[src/sv/kpa_pkg.sv]
// Shared constants, codes and item types for the keyframe automation block.
package kpa_pkg;
    localparam int NUM_BANKS  = 4;
    localparam int MAX_FRAMES = 64;
    localparam int NPAR       = 6;
    localparam int BANK_W     = (NUM_BANKS > 1) ? $clog2(NUM_BANKS) : 1;
    localparam int FIDX_W     = (MAX_FRAMES > 1) ? $clog2(MAX_FRAMES) : 1;
    localparam int CNT_W      = $clog2(MAX_FRAMES + 1);
    localparam int ADDR_W     = BANK_W + FIDX_W;
    localparam int DEPTH      = NUM_BANKS * MAX_FRAMES;
    localparam logic [31:0] IVL_NUM = 32'd60000;

    localparam logic [1:0] OP_CLEAR   = 2'd0;
    localparam logic [1:0] OP_RECORD  = 2'd1;
    localparam logic [1:0] OP_CAPTURE = 2'd2;
    localparam logic [1:0] OP_PLAY    = 2'd3;

    localparam logic [1:0] ST_DONE  = 2'd0;
    localparam logic [1:0] ST_DUP   = 2'd1;
    localparam logic [1:0] ST_FULL  = 2'd2;
    localparam logic [1:0] ST_RANGE = 2'd3;

    typedef struct packed {
        logic [1:0]  opcode;
        logic [3:0]  bank;
        logic [31:0] elapsed_ms;
        logic [15:0] bpm_in;
        logic [15:0] ontime_in;
        logic [7:0]  drunk_in;
        logic [7:0]  prob_in;
        logic [7:0]  steps_in;
        logic [7:0]  scrub_in;
    } t_req;

    typedef struct packed {
        logic [1:0]  status;
        logic        bank_has_data;
        logic [15:0] play_pos_ms;
        logic [15:0] bpm_out;
        logic [15:0] ontime_out;
        logic [7:0]  drunk_out;
        logic [7:0]  prob_out;
        logic [7:0]  steps_out;
        logic [7:0]  scrub_out;
        logic [13:0] interval_ms;
    } t_res;

    typedef struct packed {
        logic [15:0] bpm;
        logic [15:0] ontime;
        logic [7:0]  drunk;
        logic [7:0]  prob;
        logic [7:0]  steps;
        logic [7:0]  scrub;
    } t_vals;

    typedef struct packed {
        logic [15:0] stamp;
        t_vals       vals;
    } t_frame;

    typedef struct packed {
        logic in_range;
        t_req req;
    } t_cmd;

    function automatic logic [15:0] par_of(input t_vals v, input logic [2:0] p);
        logic [15:0] r;
        case (p)
            3'd0:    r = v.bpm;
            3'd1:    r = v.ontime;
            3'd2:    r = {8'd0, v.drunk};
            3'd3:    r = {8'd0, v.prob};
            3'd4:    r = {8'd0, v.steps};
            default: r = {8'd0, v.scrub};
        endcase
        return r;
    endfunction

    function automatic logic [15:0] par_mask(input logic [2:0] p, input logic [15:0] x);
        return (p < 3'd2) ? x : {8'd0, x[7:0]};
    endfunction
endpackage

[src/sv/kpa_front.sv]
// Front end: takes requests, flags the bank range and queues them two deep.
module kpa_front import kpa_pkg::*; (
    input  logic i_clk,
    input  logic i_rst_n,
    input  logic i_start,
    output logic o_busy,
    input  t_req i_req,
    output logic o_cmd_valid,
    output t_cmd o_cmd,
    input  logic i_cmd_pop
);
    t_cmd       r_q [2];
    logic       r_wp, r_rp;
    logic [1:0] r_cnt;
    logic       push, pop;

    assign o_busy      = (r_cnt == 2'd2);
    assign push        = i_start && !o_busy;
    assign o_cmd_valid = (r_cnt != 2'd0);
    assign pop         = i_cmd_pop && o_cmd_valid;
    assign o_cmd       = r_q[r_rp];

    always_ff @(posedge i_clk) begin
        if (!i_rst_n) begin
            r_wp  <= 1'b0;
            r_rp  <= 1'b0;
            r_cnt <= '0;
        end else begin
            if (push) r_wp <= ~r_wp;
            if (pop) r_rp <= ~r_rp;
            r_cnt <= r_cnt + {1'b0, push} - {1'b0, pop};
        end
    end

    always_ff @(posedge i_clk) begin
        if (push) begin
            r_q[r_wp].req      <= i_req;
            r_q[r_wp].in_range <= ({1'b0, i_req.bank} < 5'(NUM_BANKS));
        end
    end
endmodule

[config.mk]
export PLATFORM = sky130hd
export DESIGN_NAME = kpa_front
export DESIGN_NICKNAME = d
export VERILOG_FILES = /design/src/sv/kpa_pkg.sv /design/src/sv/kpa_front.sv
export SDC_FILE = /design/constraint.sdc
export NUM_CORES = 1
export LEC_CHECK = 0
export CELL_PAD_IN_SITES_DETAIL_PLACEMENT = 2
export CELL_PAD_IN_SITES_GLOBAL_PLACEMENT = 2
export CORE_AREA = 2 2 158 114
export CTS_CLUSTER_SIZE = 28
export DETAILED_ROUTE_END_ITERATION = 6
export DIE_AREA = 0 0 160 116
export DONT_BUFFER_PORTS = 1
export HOLD_SLACK_MARGIN = 0.08
export PLACE_DENSITY_LB_ADDON = 0.1
export SYNTH_ARGS = -nofsm -noshare
export SYNTH_HDL_FRONTEND = slang
export SYNTH_SLANG_ARGS = --single-unit
[constraint.sdc]
create_clock -name i_clk -period 7.25 [get_ports i_clk]
set_clock_uncertainty 0.2 [all_clocks]
set_input_delay 0.725 -clock i_clk [delete_from_list [all_inputs] [get_ports i_clk]]
set_output_delay 0.725 -clock i_clk [all_outputs]
set_load 0.005 [all_outputs]
==> impl_metrics.ini, run 1 <==
[run_status]
status = completed

[global_route]
grt_pass1_wl_um = 23500
grt-ovfl-total = 0
grt_max_degree = 84
antenna_found_initial = 0
grt_usage_pct = 17.2
grt_pass1_vias = 3589

[layout]
drive_gt1_share_pct = 36.3
synthToLayoutAreaGrowth_pct = 11.5
layout_common_cells = edfxtp_1, mux2_2, clkbuf_16
fill_cells = 1476
final_common_cell = edfxtp_1
final_util_pct = 50.7
fin_nets = 473
n_antenna_cell = 0

[logic_synthesis]
ys_ff_latch = 211
synth_compound_area_share_pct = 0.0977
netlist_top_cells_area = edfxtp_1, mux2_2, dfxtp_1
syn_area_um2 = 7690
synthAdderAreaFrac_pct = 0.326
synth.distinct_cells = 19
synth_top_family_by_area = multiplexers
yosysWarnings = 0
synth_flop_cell = edfxtp_1
syn_nets = 456
synth.area.mux_share_pct = 15.2
seq_area_frac_synth_pct = 81.8
synth_xor_area_share_pct = 0.228
async_flop_share_pct = 0
synth_top_area_share_pct = 80.5
syn_avg_cell_area_um2 = 22.1
synth_top_area_cell = edfxtp_1
syn_inst = 348
yosys.area_share.simple_pct = 0.895
synth_enable_flop_cells = 206

[critical_path]
worstPathRequired_ns = 6.32
crit_chain = buf_4 -> mux2_2
cp.arrival_ns = 2.49
path_buf_inv = 1
max_stage_delay_ns = 0.79
critPathLaunchType = register
crit_path_end_kind = output pin
worstSetupPathType = register to output pin
path_max_fanout = 52
crit_slowest_cell = dfxtp_4
cpLargestDelayFamily = flip-flops

[floorplanning]
io-pin-count = 211
start_util_pct = 45.4
core.rowCount = 40
die_h_um = 116
die-area_um2 = 18600
core_um2 = 16900
die-width_um = 160

[routing]
drt_iter0_markers = 207
drcViolationCount = 0
wl_per_cell_um = 26.0
wl_met3_um = 2080
wl_met1_um = 5690
wl_um = 15900
viasPerCell = 5.21
dr_total_vias = 3185
wl_met2_um = 7810
highest_layer = met4
drt_first_pass_iters = 4
ant_nets = 0

[timing]
rsz0062_at_grt = no
worst_slew_margin_rel_pct = 22.6
max_freq_mhz = 293
drv_slew = 0
setup_tns_ns = 0
worstMarginPinSlew_ns = 1.16
setup-violations-final = 0
fin_hold_ws_ns = 0.125
min_period_ns = 3.42
fin_crit_sh_pct = 47.1
hold_viol_final = 0

[cts]
postCtsHoldBufs = 0
clock_path_buffers = 3
post_cts_resize_count = 0
clk_pin_slew_ns = 0.06
cts_num_sinks = 211
ctsHtreeMaxLevel = 1
clk_latency_ns = 0.49
cts_tree = yes
tritoncts.num_buffers = 22
cts_root_buffer = clkbuf_16
cts_setup_buffers = 0

[power_and_ir_drop]
irDropWorstVdd_v = 0.000226
p_leak_nw = 2.77
powerDensity_nw_per_um2 = 378

[job]
max_cap_viol_count = 0

[placement]
gp_congestion = 0.691
dp_hpwl_um = 10700
io_buffers = 0

[worst_hold_path]
min_path_type = input pin to register
area by class of cell:
cell class	count	area (um2)	share of cell area, %
Clock buffer	31	606	7.07
Clock inverter	8	43.8	0.511
Inverter	3	11.3	0.131
Multi-Input combinational cell	123	1300	15.2
Sequential cell	211	6290	73.4
Tap cell	231	289	3.37
Timing Repair Buffer	4	30.0	0.350
worst register-to-register path, stage by stage (launching register included):
cell and delay (ns):
dfxtp_1 0.38, nand2b_1 0.16, nand2_1 0.15, nor2_4 0.10, buf_4 0.52, buf_4 0.77
kinds of logic (layout without fill, tap and decap cells):
kind of cell,count (synthesis),count (layout)
flip-flops,211,211
buffers and inverters,14,46
adder cells (fa/ha/maj),2,2
XOR/XNOR,2,2
multiplexers,104,104
AO/OA/AOI/OAI,1,1
AND/OR/NAND/NOR,14,14
layer usage:
| metal | track usage, % | up-vias |
|---|---|---|
| met1 | 18.9 | 1606 |
| met4 | 4.62 | 0 |
| met3 | 10.1 | 25 |
| met2 | 28.8 | 149 |
| met5 | 0 | - |
| li1 | - | 1405 |
final timing paths:
path | from | to | slack (ns) | cells after the start
max | register | o_cmd[12] | 3.83 | 2
min | i_req[74] | r_q[1][74] | 0.13 | 0
max reg2reg | r_cnt[0] | r_q[0][10] | 4.56 | 5
min reg2reg | r_rp | register | 0.34 | 2
through the flow:
step	setup slack, ns	cell area [um2]	power (mW)	instances
3_5_place_dp	4.31	7920	2.28	572
3_3_place_gp	4.34	7920	2.25	572
2_1_floorplan	1.38	7690	2.15	348
6_report	3.83	8570	3.24	611
5_1_grt	3.68	8570	3.40	611
4_1_cts	3.77	8570	3.30	611
power by group:
part / switching (mW) / total, mW / leakage (nW) / internal, mW
clock network: 0.430 / 1.01 / 0.313 / 0.583
logic: 0.311 / 0.557 / 0.486 / 0.246
registers: 0.0957 / 1.67 / 1.97 / 1.58
total: 0.837 / 3.24 / 2.77 / 2.41
Yosys cell counts (all sizes together), types with 2 or more instances:
library cell  count
mux2            103
and2              2
dfxtp             5
edfxtp          206
nand2b            2
nor2              5
inv               3
ha                2
buf              11
nand2             2
registers in the layout, summed over array words and instances (netlist names), named ones only:
signal / cells
r_q: 206
r_cnt: 2
r_wp: 1
r_rp: 1
Power figures use the tool's default switching activity.
==> run 2: changes to the inputs <==
--- a/config.mk
+++ b/config.mk
@@ -5,12 +5,13 @@
 export SDC_FILE = /design/constraint.sdc
 export NUM_CORES = 1
 export LEC_CHECK = 0
+export ABC_AREA = 1
 export CELL_PAD_IN_SITES_DETAIL_PLACEMENT = 2
 export CELL_PAD_IN_SITES_GLOBAL_PLACEMENT = 2
-export CORE_AREA = 2 2 158 114
+export CORE_AREA = 2 2 167 120
 export CTS_CLUSTER_SIZE = 28
 export DETAILED_ROUTE_END_ITERATION = 6
-export DIE_AREA = 0 0 160 116
+export DIE_AREA = 0 0 169 122
 export DONT_BUFFER_PORTS = 1
 export HOLD_SLACK_MARGIN = 0.08
 export PLACE_DENSITY_LB_ADDON = 0.1
==> constraint.sdc (replaced) <==
create_clock -name i_clk -period 2.99 [get_ports i_clk]
set_clock_uncertainty 0.2 [all_clocks]
set_input_delay 0.299 -clock i_clk [delete_from_list [all_inputs] [get_ports i_clk]]
set_output_delay 0.299 -clock i_clk [all_outputs]
set_load 0.005 [all_outputs]
==> run 2 against run 1 <==
Compared with the run above:
- design area grew 13%
- non-clock buffer count grew 108
- setup slack got worse by 3.2 ns
- global-route usage shrank 0.99 points
- total power rose by 140%
- clock power grew 140%
- wire length increased by 4.9%
- sequential power is 130% higher
- combinational power increased to 2.5 times the previous value
- cell count increased by 22%
- critical path depth unchanged
- hold slack improved by 0.084 ns
- critical endpoint is now o_cmd[24]
==> impl_metrics.ini, run 2 <==
[logic_synthesis]
syn_area_um2 = 7700
async_flop_share_pct = 0
syn_nets = 467
yosys.area_share.simple_pct = 1.07
synth_top_area_share_pct = 80.4
synth_top_area_cell = edfxtp_1
synthTopCellsByCount = edfxtp_1, mux2_2, inv_1, nand2_1, nor2_1
synth_xor_area_share_pct = 0
synth_compound_area_share_pct = 0.130
synth_flop_cell = edfxtp_1
synthAdderAreaFrac_pct = 0.325
yosysWarnings = 0
synth_most_common_cell = edfxtp_1
seq_area_frac_synth_pct = 81.7
syn_inst = 359
synth.area.mux_share_pct = 15.1
netlist_top_cells_area = edfxtp_1, mux2_2, dfxtp_1
synth_top_family_by_area = multiplexers
synth_enable_flop_cells = 206
syn_avg_cell_area_um2 = 21.4
ys_ff_latch = 211
synth.distinct_cells = 12

[worst_hold_path]
hold_path_depth = 3
min_path_type = input pin to register
min_to = r_q[0][3]
min_from = i_start

[routing]
drt_first_pass_iters = 4
viasPerCell = 4.91
wl_um = 16700
wl_per_cell_um = 22.4
drcViolationCount = 0
dr_total_vias = 3663
drt_iter0_markers = 199
ant_nets = 0

[layout]
synthToLayoutAreaGrowth_pct = 26.0
multi_input_area_um2 = 1280
seq_area_um2 = 6290
drive_gt1_share_pct = 27.9
fin_nets = 592
largest_reg_flops = 206
final_util_pct = 50.4
layout_common_cells = edfxtp_1, dlygate4sd3_1, mux2_2
fill_cells = 1699
largest-register = r_q
largestRegisters = r_q x206, r_cnt x2
final_common_cell = edfxtp_1

[global_route]
grt_pass1_vias = 4106
grt_usage_pct = 16.2
grt-ovfl-total = 0
antenna_found_initial = 1
grt_max_degree = 62
grt_pass1_wl_um = 24900

[timing]
min_period_ns = 2.38
rsz0062_at_grt = no
setup-violations-final = 0
fin_crit_sh_pct = 79.7
hold_viol_final = 0
drv_slew = 0
worstMarginPinSlew_ns = 0.720
max_freq_mhz = 420
setup_tns_ns = 0
fin_ws_ns = 0.606
worst_slew_margin_rel_pct = 52.0
fin_hold_ws_ns = 0.209

[floorplanning]
core_um2 = 19300
die_h_um = 122
die-area_um2 = 20600
die-width_um = 169
io-pin-count = 211
start_util_pct = 40.0
core.rowCount = 43

[power_and_ir_drop]
p_switching_mw = 1.99
combPwrFrac_pct = 18.1
seqPwrFrac_pct = 50.3
p_int_mw = 5.78
powerDensity_nw_per_um2 = 800
irDropWorstVdd_v = 0.000413
share_clk_of_total_power_pct = 31.5
p_leak_nw = 3.24
swShare_pct = 25.6

[critical_path]
r2r_start = r_cnt[0]
critPathLaunchType = register
worstSetupPathType = register to output pin
path_max_fanout = 27
worstPathRequired_ns = 2.49
crit_chain = buf_4 -> mux2_2
reg2reg_setup_slack_ns = 0.97
crit_path_end_kind = output pin
cp.arrival_ns = 1.88
crit_slowest_cell = dfxtp_4
r2r_end = r_q[1][84]
max_stage_delay_ns = 0.61
r2r_cells = 5

[cts]
ctsHtreeMaxLevel = 1
clk_pin_slew_ns = 0.06
clk_latency_ns = 0.50
cts_num_sinks = 211
cts_tree = yes
tritoncts.num_buffers = 22
post_cts_resize_count = 0
clock_path_buffers = 3
cts_root_buffer = clkbuf_16

[placement]
dp_hpwl_um = 10400
gp_congestion = 0.696
place_ws_ns = 0.957
io_buffers = 0

[job]
max_cap_viol_count = 0

[run_status]
status = completed
-- run 2: cell types whose count changed in the layout (fill, tap and decap cells not counted), sizes merged, moves of 2 or more --
cell         previous run  this run
nand2                   2         9
and2                    2         0
clkinv                  6         8
nand3                   0         3
nor2                    5         9
inv                     4         8
a21oi                   0         2
buf                     4         7
nand2b                  2         0
dlygate4sd3             0       105
-- run 2: metrics by stage --
step	cells	power, mW	cell area (um2)
finish	746	7.76	9700
global route	746	8.12	9700
CTS	745	7.89	9700
detailed placement	602	5.28	8010
global placement	602	5.22	8010
floorplan	359	4.92	7710
-- run 2: timing repair --
| action | in CTS | in global routing |
|---|---|---|
| hold endpoints to repair | 211 | 0 |
| hold buffers | 105 | 0 |
| buffers inserted | 0 | 0 |
-- run 2: area by class of cell --
| type | count | area share, % |
|---|---|---|
| Clock buffer | 30 | 6.20 |
| Inverter | 9 | 0.387 |
| Antenna cell | 1 | 0.0258 |
| Timing Repair Buffer | 112 | 11.8 |
| Tap cell | 247 | 3.19 |
| Clock inverter | 8 | 0.348 |
| Multi-Input combinational cell | 128 | 13.2 |
| Sequential cell | 211 | 64.8 |
-- run 2: how the worst max path moves through the flow --
stage	endpoint	cells past startpoint	slack [ns]	from
2_1_floorplan	r_q[0][0]	4	0.26	r_cnt[0]
3_3_place_gp	r_q[1][45]	5	1.04	r_cnt[0]
3_5_place_dp	r_q[1][56]	5	0.96	r_cnt[0]
4_1_cts	o_cmd[19]	2	0.54	register
5_1_grt	o_cmd[24]	2	0.48	register
6_report	o_cmd[24]	2	0.61	register
-- run 2: power by group through the flow --
stage               logic, mW  registers (mW)  clock network, mW
floorplan                1.03            3.90                  0
global placement         1.29            3.94                  0
detailed placement       1.30            3.97                  0
CTS                      1.45            3.91               2.53
global route             1.54            3.96               2.63
finish                   1.41            3.91               2.45
-- run 2: logic make-up after synthesis --
family	Yosys count
buffers and inverters	20
and+or+nand+nor	21
adders and majority gates	2
muxes	103
AOI/OAI and AO/OA	2
DFF	211
-- run 2: worst max-delay path: cells and delay by family (launching register included) --
kind / cells / cell delay [ns]
buf+inv: 1 / 0.36
mux: 1 / 0.40
flops: 1 / 0.61
-- run 2: routing by layer --
metal  part of all wire (%)  track usage (%)  vias to the layer above
met5                      0                0                        -
met4                    2.1             4.11                        0
met3                    8.7             6.17                       28
met2                     48             26.6                      145
met1                     41             20.4                     1839
li1                       -                -                     1651
